===== src/design/cmsd_pkg.sv =====
// Shared types and constants for the compact map stream decoder.
package cmsd_pkg;

    typedef enum logic [15:0] {
        PH_BLOCKS = 16'h0001,
        PH_COLOUR = 16'h0002,
        PH_NRECT  = 16'h0004,
        PH_RECT   = 16'h0008,
        PH_NPAT   = 16'h0010,
        PH_PW     = 16'h0020,
        PH_PH     = 16'h0040,
        PH_PIX    = 16'h0080,
        PH_NSPOT  = 16'h0100,
        PH_SX     = 16'h0200,
        PH_SY     = 16'h0400,
        PH_NROWS  = 16'h0800,
        PH_NRUNS  = 16'h1000,
        PH_TRANS  = 16'h2000,
        PH_OPQ    = 16'h4000,
        PH_RPIX   = 16'h8000
    } t_phase;

    localparam logic [2:0] KIND_RECT  = 3'd0;
    localparam logic [2:0] KIND_PIXEL = 3'd1;
    localparam logic [2:0] KIND_PLACE = 3'd2;
    localparam logic [2:0] KIND_RUN   = 3'd3;
    localparam logic [2:0] KIND_END   = 3'd4;

    localparam logic [16:0] RUN_X_MAX = 17'h1FFFF;
    localparam int          QDEPTH    = 4;
    localparam int          QAW       = $clog2(QDEPTH);

    typedef struct packed {
        logic [2:0]  kind;
        logic [7:0]  value;
        logic [16:0] pos_x;
        logic [15:0] pos_y;
        logic [15:0] size_w;
        logic [15:0] size_h;
        logic [15:0] pattern_number;
        logic        last;
    } t_cmd;

endpackage


===== src/design/cmsd_front.sv =====
// Front end: parses stream bytes and forms drawing commands.
module cmsd_front
    import cmsd_pkg::*;
(
    input  logic       i_clk,
    input  logic       i_rst_n,
    input  logic       i_valid,
    input  logic [7:0] i_byte,
    output logic       o_cmd_valid,
    output t_cmd       o_cmd
);
    t_phase      r_phase, n_phase;
    logic [1:0]  r_esc, n_esc;
    logic [7:0]  r_wlo, n_wlo;
    logic [7:0]  r_blocks, n_blocks;
    logic [7:0]  r_colour, n_colour;
    logic [15:0] r_rects, n_rects;
    logic [1:0]  r_rfi, n_rfi;
    logic [23:0] r_rbytes, n_rbytes;
    logic [15:0] r_pats, n_pats;
    logic [15:0] r_pidx, n_pidx;
    logic [15:0] r_pw, n_pw;
    logic [15:0] r_ph, n_ph;
    logic [15:0] r_col, n_col;
    logic [15:0] r_row, n_row;
    logic [15:0] r_spots, n_spots;
    logic [7:0]  r_sx, n_sx;
    logic [15:0] r_rows, n_rows;
    logic [15:0] r_ridx, n_ridx;
    logic [7:0]  r_runs, n_runs;
    logic [16:0] r_rx, n_rx;
    logic [8:0]  r_opq, n_opq;

    logic        cnt_done;
    logic [15:0] cnt_val;
    logic [17:0] sum_t, sum_1;
    logic [16:0] sat_t, sat_1;
    logic [15:0] col_inc, row_inc, rows_dec;
    logic        map_end;
    logic        emit;
    t_cmd        cmd;

    always_comb begin
        cnt_done = 1'b0;
        cnt_val  = {8'd0, i_byte};
        if (r_esc == 2'd2) begin
            cnt_done = 1'b1;
            cnt_val  = {i_byte, r_wlo};
        end else if (r_esc == 2'd0 && i_byte != 8'd0) begin
            cnt_done = 1'b1;
        end
    end

    assign sum_t    = {1'b0, r_rx} + {10'd0, i_byte};
    assign sat_t    = sum_t > {1'b0, RUN_X_MAX} ? RUN_X_MAX : sum_t[16:0];
    assign sum_1    = {1'b0, r_rx} + 18'd1;
    assign sat_1    = sum_1 > {1'b0, RUN_X_MAX} ? RUN_X_MAX : sum_1[16:0];
    assign col_inc  = r_col + 16'd1;
    assign row_inc  = r_row + 16'd1;
    assign rows_dec = r_rows - 16'd1;

    always_comb begin
        n_phase = r_phase; n_esc = r_esc; n_wlo = r_wlo; n_blocks = r_blocks;
        n_colour = r_colour; n_rects = r_rects; n_rfi = r_rfi; n_rbytes = r_rbytes;
        n_pats = r_pats; n_pidx = r_pidx; n_pw = r_pw; n_ph = r_ph;
        n_col = r_col; n_row = r_row; n_spots = r_spots; n_sx = r_sx;
        n_rows = r_rows; n_ridx = r_ridx; n_runs = r_runs; n_rx = r_rx;
        n_opq = r_opq;
        map_end = 1'b0;
        emit    = 1'b0;
        cmd     = '0;

        // count reader shared by the escaped count phases (NRECT, NPAT, PW, PH, NSPOT, NROWS)
        if (r_phase == PH_NRECT || r_phase == PH_NPAT || r_phase == PH_PW
            || r_phase == PH_PH || r_phase == PH_NSPOT || r_phase == PH_NROWS) begin
            if (r_esc == 2'd1) begin
                n_wlo = i_byte;
                n_esc = 2'd2;
            end else if (r_esc == 2'd2) begin
                n_esc = 2'd0;
            end else if (i_byte == 8'd0) begin
                n_esc = 2'd1;
            end
        end

        unique case (r_phase)
            PH_BLOCKS: begin
                n_blocks = i_byte;
                n_phase  = (i_byte == 8'd0) ? PH_NPAT : PH_COLOUR;
            end
            PH_COLOUR: begin
                n_colour = i_byte;
                n_phase  = PH_NRECT;
            end
            PH_NRECT: begin
                if (cnt_done) begin
                    n_rects = cnt_val;
                    n_rfi   = 2'd0;
                    if (cnt_val == 16'd0) begin
                        n_blocks = r_blocks - 8'd1;
                        n_phase  = (r_blocks == 8'd1) ? PH_NPAT : PH_COLOUR;
                    end else begin
                        n_phase = PH_RECT;
                    end
                end
            end
            PH_RECT: begin
                if (r_rfi != 2'd3) begin
                    unique case (r_rfi)
                        2'd0:    n_rbytes[7:0]   = i_byte;
                        2'd1:    n_rbytes[15:8]  = i_byte;
                        default: n_rbytes[23:16] = i_byte;
                    endcase
                    n_rfi = r_rfi + 2'd1;
                end else begin
                    emit         = 1'b1;
                    cmd.kind     = KIND_RECT;
                    cmd.value    = r_colour;
                    cmd.pos_x    = {9'd0, r_rbytes[7:0]};
                    cmd.pos_y    = {8'd0, r_rbytes[15:8]};
                    cmd.size_w   = {8'd0, r_rbytes[23:16]} + 16'd1;
                    cmd.size_h   = {8'd0, i_byte} + 16'd1;
                    n_rfi        = 2'd0;
                    n_rects      = r_rects - 16'd1;
                    if (r_rects == 16'd1) begin
                        n_blocks = r_blocks - 8'd1;
                        n_phase  = (r_blocks == 8'd1) ? PH_NPAT : PH_COLOUR;
                    end
                end
            end
            PH_NPAT: begin
                if (cnt_done) begin
                    n_pats  = cnt_val;
                    n_pidx  = 16'd0;
                    n_phase = (cnt_val == 16'd0) ? PH_NROWS : PH_PW;
                end
            end
            PH_PW: begin
                if (cnt_done) begin
                    n_pw    = cnt_val;
                    n_phase = PH_PH;
                end
            end
            PH_PH: begin
                if (cnt_done) begin
                    n_ph    = cnt_val;
                    n_col   = 16'd0;
                    n_row   = 16'd0;
                    n_phase = (r_pw == 16'd0 || cnt_val == 16'd0) ? PH_NSPOT : PH_PIX;
                end
            end
            PH_PIX: begin
                emit               = 1'b1;
                cmd.kind           = KIND_PIXEL;
                cmd.value          = i_byte;
                cmd.pos_x          = {1'b0, r_col};
                cmd.pos_y          = r_row;
                cmd.pattern_number = r_pidx;
                n_col              = col_inc;
                if (col_inc >= r_pw) begin
                    n_col = 16'd0;
                    n_row = row_inc;
                    if (row_inc >= r_ph) n_phase = PH_NSPOT;
                end
            end
            PH_NSPOT: begin
                if (cnt_done) begin
                    n_spots = cnt_val;
                    if (cnt_val == 16'd0) begin
                        n_pidx  = r_pidx + 16'd1;
                        n_pats  = r_pats - 16'd1;
                        n_phase = (r_pats == 16'd1) ? PH_NROWS : PH_PW;
                    end else begin
                        n_phase = PH_SX;
                    end
                end
            end
            PH_SX: begin
                n_sx    = i_byte;
                n_phase = PH_SY;
            end
            PH_SY: begin
                emit               = 1'b1;
                cmd.kind           = KIND_PLACE;
                cmd.pos_x          = {9'd0, r_sx};
                cmd.pos_y          = {8'd0, i_byte};
                cmd.size_w         = r_pw;
                cmd.size_h         = r_ph;
                cmd.pattern_number = r_pidx;
                n_spots            = r_spots - 16'd1;
                if (r_spots == 16'd1) begin
                    n_pidx  = r_pidx + 16'd1;
                    n_pats  = r_pats - 16'd1;
                    n_phase = (r_pats == 16'd1) ? PH_NROWS : PH_PW;
                end else begin
                    n_phase = PH_SX;
                end
            end
            PH_NROWS: begin
                if (cnt_done) begin
                    n_rows = cnt_val;
                    n_ridx = 16'd0;
                    if (cnt_val == 16'd0) map_end = 1'b1;
                    else n_phase = PH_NRUNS;
                end
            end
            PH_NRUNS: begin
                n_runs = i_byte;
                n_rx   = 17'd0;
                if (i_byte == 8'd0) begin
                    n_ridx = r_ridx + 16'd1;
                    n_rows = rows_dec;
                    if (rows_dec == 16'd0) map_end = 1'b1;
                    else n_phase = PH_NRUNS;
                end else begin
                    n_phase = PH_TRANS;
                end
            end
            PH_TRANS: begin
                n_rx    = sat_t;
                n_phase = PH_OPQ;
            end
            PH_OPQ: begin
                n_opq   = {1'b0, i_byte} + 9'd1;
                n_phase = PH_RPIX;
            end
            PH_RPIX: begin
                emit      = 1'b1;
                cmd.kind  = KIND_RUN;
                cmd.value = i_byte;
                cmd.pos_x = r_rx;
                cmd.pos_y = r_ridx;
                n_rx      = sat_1;
                n_opq     = r_opq - 9'd1;
                if (r_opq == 9'd1) begin
                    n_runs = r_runs - 8'd1;
                    if (r_runs == 8'd1) begin
                        n_ridx = r_ridx + 16'd1;
                        n_rows = rows_dec;
                        if (rows_dec == 16'd0) map_end = 1'b1;
                        else n_phase = PH_NRUNS;
                    end else begin
                        n_phase = PH_TRANS;
                    end
                end
            end
            default: n_phase = PH_BLOCKS;
        endcase

        if (map_end) begin
            if (!emit) begin
                cmd      = '0;
                cmd.kind = KIND_END;
            end
            emit     = 1'b1;
            cmd.last = 1'b1;
            n_phase  = PH_BLOCKS;
            n_esc    = 2'd0;
        end
    end

    always_ff @(posedge i_clk) begin
        if (!i_rst_n) begin
            r_phase <= PH_BLOCKS; r_esc <= '0; r_wlo <= '0; r_blocks <= '0;
            r_colour <= '0; r_rects <= '0; r_rfi <= '0; r_rbytes <= '0;
            r_pats <= '0; r_pidx <= '0; r_pw <= '0; r_ph <= '0;
            r_col <= '0; r_row <= '0; r_spots <= '0; r_sx <= '0;
            r_rows <= '0; r_ridx <= '0; r_runs <= '0; r_rx <= '0; r_opq <= '0;
            o_cmd_valid <= 1'b0;
        end else begin
            o_cmd_valid <= i_valid && emit;
            if (i_valid) begin
                r_phase <= n_phase; r_esc <= n_esc; r_wlo <= n_wlo;
                r_blocks <= n_blocks; r_colour <= n_colour; r_rects <= n_rects;
                r_rfi <= n_rfi; r_rbytes <= n_rbytes; r_pats <= n_pats;
                r_pidx <= n_pidx; r_pw <= n_pw; r_ph <= n_ph; r_col <= n_col;
                r_row <= n_row; r_spots <= n_spots; r_sx <= n_sx;
                r_rows <= n_rows; r_ridx <= n_ridx; r_runs <= n_runs;
                r_rx <= n_rx; r_opq <= n_opq;
            end
        end
    end

    always_ff @(posedge i_clk) begin
        o_cmd <= cmd;
    end
endmodule


===== src/design/cmsd_queue.sv =====
// Command queue between the parser and the result port.
module cmsd_queue
    import cmsd_pkg::*;
(
    input  logic i_clk,
    input  logic i_rst_n,
    input  logic i_wr,
    input  t_cmd i_cmd,
    input  logic i_rd,
    output logic o_empty,
    output logic o_room,
    output t_cmd o_cmd
);
    t_cmd          r_mem [QDEPTH];
    logic [QAW-1:0] r_wp, r_rp;
    logic [QAW:0]   r_cnt;
    logic           rd_ok;

    assign rd_ok   = i_rd && (r_cnt != '0);
    assign o_empty = (r_cnt == '0);
    // two free entries cover the result of the item now in the parser register
    assign o_room  = ({1'b0, r_cnt} + {{(QAW+1){1'b0}}, i_wr} + (QAW+2)'(2))
                     <= (QAW+2)'(QDEPTH);
    assign o_cmd   = r_mem[r_rp];

    always_ff @(posedge i_clk) begin
        if (i_wr) r_mem[r_wp] <= i_cmd;
    end

    always_ff @(posedge i_clk) begin
        if (!i_rst_n) begin
            r_wp <= '0; r_rp <= '0; r_cnt <= '0;
        end else begin
            if (i_wr) r_wp <= r_wp + 1'b1;
            if (rd_ok) r_rp <= r_rp + 1'b1;
            r_cnt <= r_cnt + (QAW+1)'(i_wr) - (QAW+1)'(rd_ok);
        end
    end
endmodule


===== src/design/compact_map_stream_decoder.sv =====
// Top level of the compact map stream decoder.
// Input channel: one stream byte per transaction on i_data_byte, taken at a
// clock edge where push is high and full is low.
// Result channel: a drawing command waits on the o_* fields while empty is
// low and is taken at an edge where pop is high.
// A byte that only updates parser state makes no result; any other byte makes
// exactly one, in stream order. The final byte of a map sets o_last.
// Each result is held first in the parser register, then in the queue, before
// it is visible. Throughput: one byte per cycle while full is low, as the
// parser updates its phase on every accepted byte.
// A four-entry queue absorbs receiver stalls; full rises when fewer than two
// entries would be free after the write now arriving, so no result is lost.
// Synchronous active-low reset returns the parser to the start of a map and
// empties the queue; no clearing pass is needed.
module compact_map_stream_decoder
    import cmsd_pkg::*;
(
    input  logic        i_clk,
    input  logic        i_rst_n,
    input  logic        push,
    output logic        full,
    input  logic [7:0]  i_data_byte,
    output logic        empty,
    input  logic        pop,
    output logic [2:0]  o_kind,
    output logic [7:0]  o_value,
    output logic [16:0] o_pos_x,
    output logic [15:0] o_pos_y,
    output logic [15:0] o_size_w,
    output logic [15:0] o_size_h,
    output logic [15:0] o_pattern_number,
    output logic        o_last
);
    logic cmd_valid, room, acc;
    t_cmd cmd, head;

    assign full = !room;
    assign acc  = push && room;

    cmsd_front u_front (
        .i_clk(i_clk), .i_rst_n(i_rst_n), .i_valid(acc), .i_byte(i_data_byte),
        .o_cmd_valid(cmd_valid), .o_cmd(cmd)
    );

    cmsd_queue u_queue (
        .i_clk(i_clk), .i_rst_n(i_rst_n), .i_wr(cmd_valid), .i_cmd(cmd),
        .i_rd(pop), .o_empty(empty), .o_room(room), .o_cmd(head)
    );

    assign o_kind           = head.kind;
    assign o_value          = head.value;
    assign o_pos_x          = head.pos_x;
    assign o_pos_y          = head.pos_y;
    assign o_size_w         = head.size_w;
    assign o_size_h         = head.size_h;
    assign o_pattern_number = head.pattern_number;
    assign o_last           = head.last;
endmodule

===== config.mk =====
export PLATFORM = sky130hd
export DESIGN_NAME = compact_map_stream_decoder
export DESIGN_NICKNAME = d
export VERILOG_FILES = /design/src/design/cmsd_pkg.sv /design/src/design/cmsd_front.sv /design/src/design/cmsd_queue.sv /design/src/design/compact_map_stream_decoder.sv
export SDC_FILE = /design/constraint.sdc
export NUM_CORES = 1
export LEC_CHECK = 0
export ABC_AREA = 1
export ABC_CLOCK_PERIOD_IN_PS = 5760
export BUFFER_PORTS_ARGS = -buffer_cell sky130_fd_sc_hd__buf_2
export CORE_ASPECT_RATIO = 0.6
export CORE_UTILIZATION = 35
export CTS_CLUSTER_DIAMETER = 40
export DETAILED_ROUTE_END_ITERATION = 10
export PLACE_DENSITY = 0.55
export REMOVE_ABC_BUFFERS = 1
export SYNTH_ARGS = -nofsm -noshare
export SYNTH_HDL_FRONTEND = slang
export SYNTH_SLANG_ARGS = --single-unit

===== constraint.sdc =====
create_clock -name i_clk -period 5.76 [get_ports i_clk]
set_input_delay 0.864 -clock i_clk [delete_from_list [all_inputs] [get_ports i_clk]]
set_output_delay 0.864 -clock i_clk [all_outputs]
set_load 0.005 [all_outputs]

==> flow_summary.toml, run 1 <==
[synth]
avgSynthCellArea_sq_um = 9.051
postSynthRegisterBits = 745
synth.distinct_cells = 64
async_reset_ff_share_pct = 0
synth_enable_flop_cells = 372
synth_cells = 3716
ys_seq_area_share_pct = 55.41
yosys_most_used_dff = "dfxtp_1"
syn_area_sq_um = 33630
ys_warn_count = 0

[timing]
rsz0062_at_grt = "no"
relSlewSlack_pct = 24.94
final_max_slew_viol_count = 0
worst_pin_slew_ps = 1122
max_freq_ghz = 0.2405
fin_skew_ps = 34.62
fin_crit_sh_pct = 72.17
finalSetupViolations = 0
post-route-min-period_ps = 4157
finalHoldViolations = 0

[placed_design]
hpwlAfterDp_mm = 70.52
place_area_sq_um = 35250
gp_congestion = 1.005
port_buffers = 106

[clock_tree]
cts_max_level = 3
cts_root_buffer = "clkbuf_16"
cts_buffers = 79
holdBufCountCts = 0
clock_latency_ps = 680
cts.sinks = 745
clockBufferDepth = 3
postCtsSetupRepairBufs = 0
cts_tree = "yes"
path_clk_slew_ps = 60
ctsResizeCount = 0

[critical_path]
cp_cell_sequence = "inv_1, nor3_1, nand3_1, nor2_1, nand3_1, nor2_1, nand3_1, nand2_1, inv_1, ha_1, nand2_1, or2_2, nand2_1, a21oi_1, nand4_1, nand2_1, nor3_2, nand3_1, a21oi_1"
r2r_slack_ps = 1600
slowest_stage = "nor3_2"
r2r_end = "u_front.r_row[5]"
cp_num_buf_inv = 2
r2r-start = "u_front.r_col[0]"
rr_worst_depth = 19
setup.worst_path.start_class = "register"
critPathMaxStageDelay_ps = 810
critical_path.max_fanout = 15
crit_family = "simple AND/OR/NAND/NOR gates"
required_ps = 6330
cp_data_arrival_time_ps = 4730
crit_type = "reg -> reg"
cp-end-kind = "register"

[global_route]
grt_overflow = 0
grt_pass1_wl_mm = 155.1
antenna_found_initial = 7
grt_max_degree = 119
track_usage_pct = 20.76
first_global_vias = 24020

[power]
ir_worst_vdd_v = 0.0002249
netSwitchingPower_mw = 4.014
power_density_nw_per_um2 = 348.8
p_leak_nw = 14.01
p_int_mw = 9.204
seqPwrFrac_pct = 43.5
pwr-share-clk_pct = 39.4
power.total_mw = 13.22
p_sw_share_pct = 30.37
power_frac_comb_pct = 17.0

[floorplanning]
dieArea_sq_um = 97380
pin_count = 107
die_h_um = 242.1
rows = 87
die_w_um = 402.2
initial_core_util_pct = 35.56
coreArea_sq_um = 94590

[hold_path]
min_delay_worst_endpoint = "u_front.o_cmd[16]"
min_path_cells = 2
hold_path_class = "reg -> reg"
hold_path_startpoint = "u_front.r_pidx[15]"

[finish]
final_area_sq_um = 37900
fin_util_pct = 40.06
final_nets = 3855
area_delta_synth_final_pct = 12.67
drive_gt1_share_pct = 10.03
diodes = 0

[routing]
vias = 26760
first_pass_iters = 6
viasPerCell = 5.275
drcViolationCount = 0
wl_per_cell_um = 20.21
first_iter_violations = 3024
antenna_left = 0
drt_wl_total_mm = 102.5

[flow_run]
maxCapViolCount = 0

[outcome]
outcome = "complete, no violations"
[registers in the layout, summed over array words and instances (netlist names), 17 cells and up, named ones only]
signal	count
u_queue.r_mem	372
u_front.o_cmd	93
u_front.r_rbytes	24
u_front.r_rx	17
[metrics by stage]
stage	hold slack, ps	worst slack [ps]	std cells	TNS, ps
2_1_floorplan	421.3	-1847	3543	-171810
3_3_place_gp	437.2	1657	4927	0
3_5_place_dp	439.2	1648	4927	0
4_1_cts	449.4	1636	5074	0
5_1_grt	474.1	1075	5074	0
6_report	447.0	1603	5074	0
[layout make-up]
type,count,area [sq um]
clock buffers,100,2158
clock inverters,47,486.7
fillers,9310,56700
inverters,365,1386
multi-input cells,2433,12860
flip-flops and latches,745,18650
well taps,1246,1559
repair buffers,138,798.3
[layout by cell type, fill, tap and decap left out, drive strengths merged, types with 23 or more instances in the layout]
master	netlist	layout
xnor2	26	26
a211oi	44	44
nor3	67	67
ha	79	79
a31oi	23	23
nand4	28	28
inv	363	378
clkbuf	124	100
clkinv	2	25
o22ai	128	128
edfxtp	372	372
xor2	72	72
a21oi	278	278
nand3	139	139
buf	49	138
nor2	523	523
dfxtp	373	373
o21ai	460	460
nand2	492	492
[worst max path at each step]
stage / startpoint / to / slack, ps / depth (start not counted)
6_report: u_front.r_col[0] / u_front.r_row[5] / 1600 / 19
5_1_grt: u_front.r_col[0] / u_front.r_row[12] / 1080 / 19
4_1_cts: u_front.r_col[0] / u_front.r_row[5] / 1640 / 19
3_5_place_dp: i_data_byte[6] / u_front.r_ridx[14] / 1650 / 13
3_3_place_gp: u_front.r_col[0] / u_front.r_row[12] / 1660 / 17
2_1_floorplan: register / o_kind[0] / -1850 / 3
[Yosys cell counts, drive strengths merged (7+ instances only)]
master  instances  area [sq um]
o21ai         460          2336
o22ai         128         800.8
buf            49         300.3
dfxtp         373          7467
a21oi         278          1399
clkbuf        124         466.7
nor3           67         442.9
o211ai         10         80.07
nor2          523          2103
xnor2          26         227.7
a211oi         44         335.3
nand3         139         725.7
ha             79         988.5
xor2           72         630.6
nand2         492          1929
a31oi          23         143.9
nand3b          7         65.06
inv           363          1363
edfxtp        372         11170
nand4          28         175.2
nor4           19         133.9
[tightest hold or removal path, cell delays in order (launching register included)]
cell and delay, ps:
dfxtp_1 320, inv_1 50, nor2_1 30
[cell families (layout without fill, tap and decap cells)]
logic type	after synthesis	count (layout)	share of synthesized area (%)
XOR/XNOR	98	98	2.552
buffers and inverters	538	650	6.357
flip-flops	745	745	55.41
AO/OA/AOI/OAI	971	971	15.85
AND/OR/NAND/NOR	1283	1283	16.77
adder cells (fa/ha/maj)	81	81	3.058
[power by group through the flow]
| stage | logic [mW] | clock network (mW) | registers [mW] |
|---|---|---|---|
| 2_1_floorplan | 1.33 | 0 | 5.91 |
| 3_3_place_gp | 2.24 | 0 | 5.87 |
| 3_5_place_dp | 2.24 | 0 | 5.87 |
| 4_1_cts | 2.25 | 5.31 | 5.75 |
| 5_1_grt | 2.50 | 5.54 | 5.77 |
| 6_report | 2.25 | 5.21 | 5.76 |
[per-layer routing]
layer	wire [um]	GRT usage, %	up-vias
met4	1372	3.828	0
li1	-	-	12880
met1	52080	33.72	12750
met2	38390	26.18	1035
met3	10700	6.212	94
met5	0	0	-
No activity file was read; power rests on OpenSTA's default activity.
==> inputs of run 2 (changes only) <==
--- a/config.mk
+++ b/config.mk
@@ -6,7 +6,7 @@
 export NUM_CORES = 1
 export LEC_CHECK = 0
 export ABC_AREA = 1
-export ABC_CLOCK_PERIOD_IN_PS = 5760
+export ABC_CLOCK_PERIOD_IN_PS = 4000
 export BUFFER_PORTS_ARGS = -buffer_cell sky130_fd_sc_hd__buf_2
 export CORE_ASPECT_RATIO = 0.6
 export CORE_UTILIZATION = 35
==> constraint.sdc (replaced) <==
create_clock -name i_clk -period 4 [get_ports i_clk]
set_input_delay 0.6 -clock i_clk [delete_from_list [all_inputs] [get_ports i_clk]]
set_output_delay 0.6 -clock i_clk [all_outputs]
set_load 0.005 [all_outputs]
==> flow_summary.toml, run 2 (same netlist as run 1, synthesis figures left out) <==
[floorplanning]
die_w_um = 402.2
die_h_um = 242.1
rows = 87
initial_core_util_pct = 35.56
pin_count = 107
dieArea_sq_um = 97380
coreArea_sq_um = 94590

[finish]
final_area_sq_um = 38700
reg_top3 = "u_queue.r_mem: 372 flops, u_front.o_cmd: 93 flops, u_front.r_rbytes: 24 flops"
area_delta_synth_final_pct = 15.06
multi_input_area_sq_um = 12910
fin_util_pct = 40.91
drive_gt1_share_pct = 11.98
final_common_cell = "nor2_1"
largest_register = "u_queue.r_mem"
regArea_sq_um = 18650
largest_register_ffs = 372
final_nets = 3913
final_cell_mix = "491 x nor2_1, 473 x nand2_1, 440 x o21ai_0"
nFillCells = 9304

[outcome]
outcome = "complete, no violations"

[routing]
viasPerCell = 5.233
first_pass_iters = 6
drt_wl_total_mm = 103.4
drcViolationCount = 0
vias = 26890
antenna_left = 0
wl_per_cell_um = 20.11
first_iter_violations = 2685

[power]
power_density_nw_per_um2 = 507.1
p_leak_nw = 14.44
ir_worst_vdd_v = 0.0003037

[critical_path]
cp_data_arrival_time_ps = 4210
crit_type = "reg -> reg"
rr_worst_depth = 25
required_ps = 4600
crit_start = "u_front.r_row[0]"
setup.worst_path.start_class = "register"
critPathMaxStageDelay_ps = 370
r2r_end = "u_front.r_phase[14]"
critical_path.max_fanout = 27
cp_num_cells = 25
cp-end-kind = "register"
r2r-start = "u_front.r_row[0]"
r2r_slack_ps = 390
crit_family = "simple AND/OR/NAND/NOR gates"
slowest_stage = "dfxtp_1"
critPathCapture = "u_front.r_phase[14]"
cp_num_buf_inv = 4

[global_route]
grt_pass1_wl_mm = 156.6
grt_overflow = 0
grt_max_degree = 116
first_global_vias = 24490
antenna_found_initial = 6
track_usage_pct = 20.89

[placed_design]
hpwlAfterDp_mm = 70.76
place_area_sq_um = 35750
gp_congestion = 0.9669
port_buffers = 106
place_ws_ps = 116.1

[timing]
fin_crit_sh_pct = 90.21
max_freq_ghz = 0.2771
fin_skew_ps = 41.83
worst_slack_ps = 391.8
relSlewSlack_pct = 31.52
timing.hold.ws_ps = 322.1
worst_pin_slew_ps = 1027
final_max_slew_viol_count = 0
finalSetupViolations = 0
post-route-min-period_ps = 3608
rsz0062_at_grt = "no"
finalHoldViolations = 0
setup-tns-final_ps = 0

[clock_tree]
cts_tree = "yes"
clockBufferDepth = 3
clock_latency_ps = 690
cts.sinks = 745
cts_root_buffer = "clkbuf_16"
cts_buffers = 83
path_clk_slew_ps = 60
cts_max_level = 3

[flow_run]
maxCapViolCount = 0

[hold_path]
min_path_cells = 5
hold_path_class = "in -> reg"
[run 2: cell types whose count changed in the layout (fill, tap and decap cells not counted), sizes merged]
cell,before,now
bufinv,4,5
inv,378,386
clkinvlp,5,3
diode,0,2
clkinv,25,29
clkbuf,100,98
buf,138,192
[run 2: layout make-up]
cell class	count	share of cell area, %
sequential	745	48.18
multi-input combinational	2433	33.36
clock buffer	98	5.774
tap	1246	4.028
inverter	365	3.582
timing repair buffer	192	3.336
clock inverter	58	1.730
antenna	2	0.01293
[run 2: worst min path at each step]
stage                        from             endpoint  slack [ps]
2_1_floorplan  u_front.r_pidx[10]    u_front.o_cmd[11]         420
3_3_place_gp      u_front.r_sx[4]    u_front.o_cmd[69]         440
3_5_place_dp      u_front.r_sx[3]    u_front.o_cmd[68]         450
4_1_cts                       pop             register         280
5_1_grt            i_data_byte[2]  u_front.r_blocks[2]         340
6_report                      pop             register         320
[run 2: layer usage]
metal | global-route usage (%) | vias up | wire (um)
li1 | - | 12970 | -
met1 | 33.69 | 12700 | 52730
met2 | 26.57 | 1092 | 38340
met3 | 6.001 | 129 | 10520
met4 | 4.389 | 4 | 1712
met5 | 0 | - | 65
[run 2: report_power, final]
part	internal [mW]	switching, mW
sequential	8.10	0.173
combinational	1.03	2.31
clock	4.48	3.54
[run 2: worst reg2reg max path, cell delays in order, from the launching register on]
cell and delay [ps]:
dfxtp_1 370, inv_1 90, nor3_2 230, nand3_1 150, nor2_2 150, nand3_2 120
inv_1 100, nand2_1 70, nor3_1 190, xor2_1 160, inv_1 70, ha_1 290
nand2_1 60, inv_1 50, nand3_1 100, nor3_2 170, nand3_1 90, nand3_1 110
nor2_2 60, nor2_1 150, nand2_2 140, nand2_4 170, nand2_8 140, nand2_1 110
nand2_1 50, nor2_1 120
[run 2: metrics by stage]
stage	power, mW	cells
6_report	19.62	5139
2_1_floorplan	10.42	3543
5_1_grt	20.49	5138
3_3_place_gp	11.73	4981
4_1_cts	19.74	5137
3_5_place_dp	11.74	4981
[run 2: what timing repair did]
action | 4_1_cts | 5_1_grt
endpoints found under the setup margin | 0 | 46
hold buffers | 0 | 0
resized for setup | 0 | 10
buffers inserted | 0 | 0
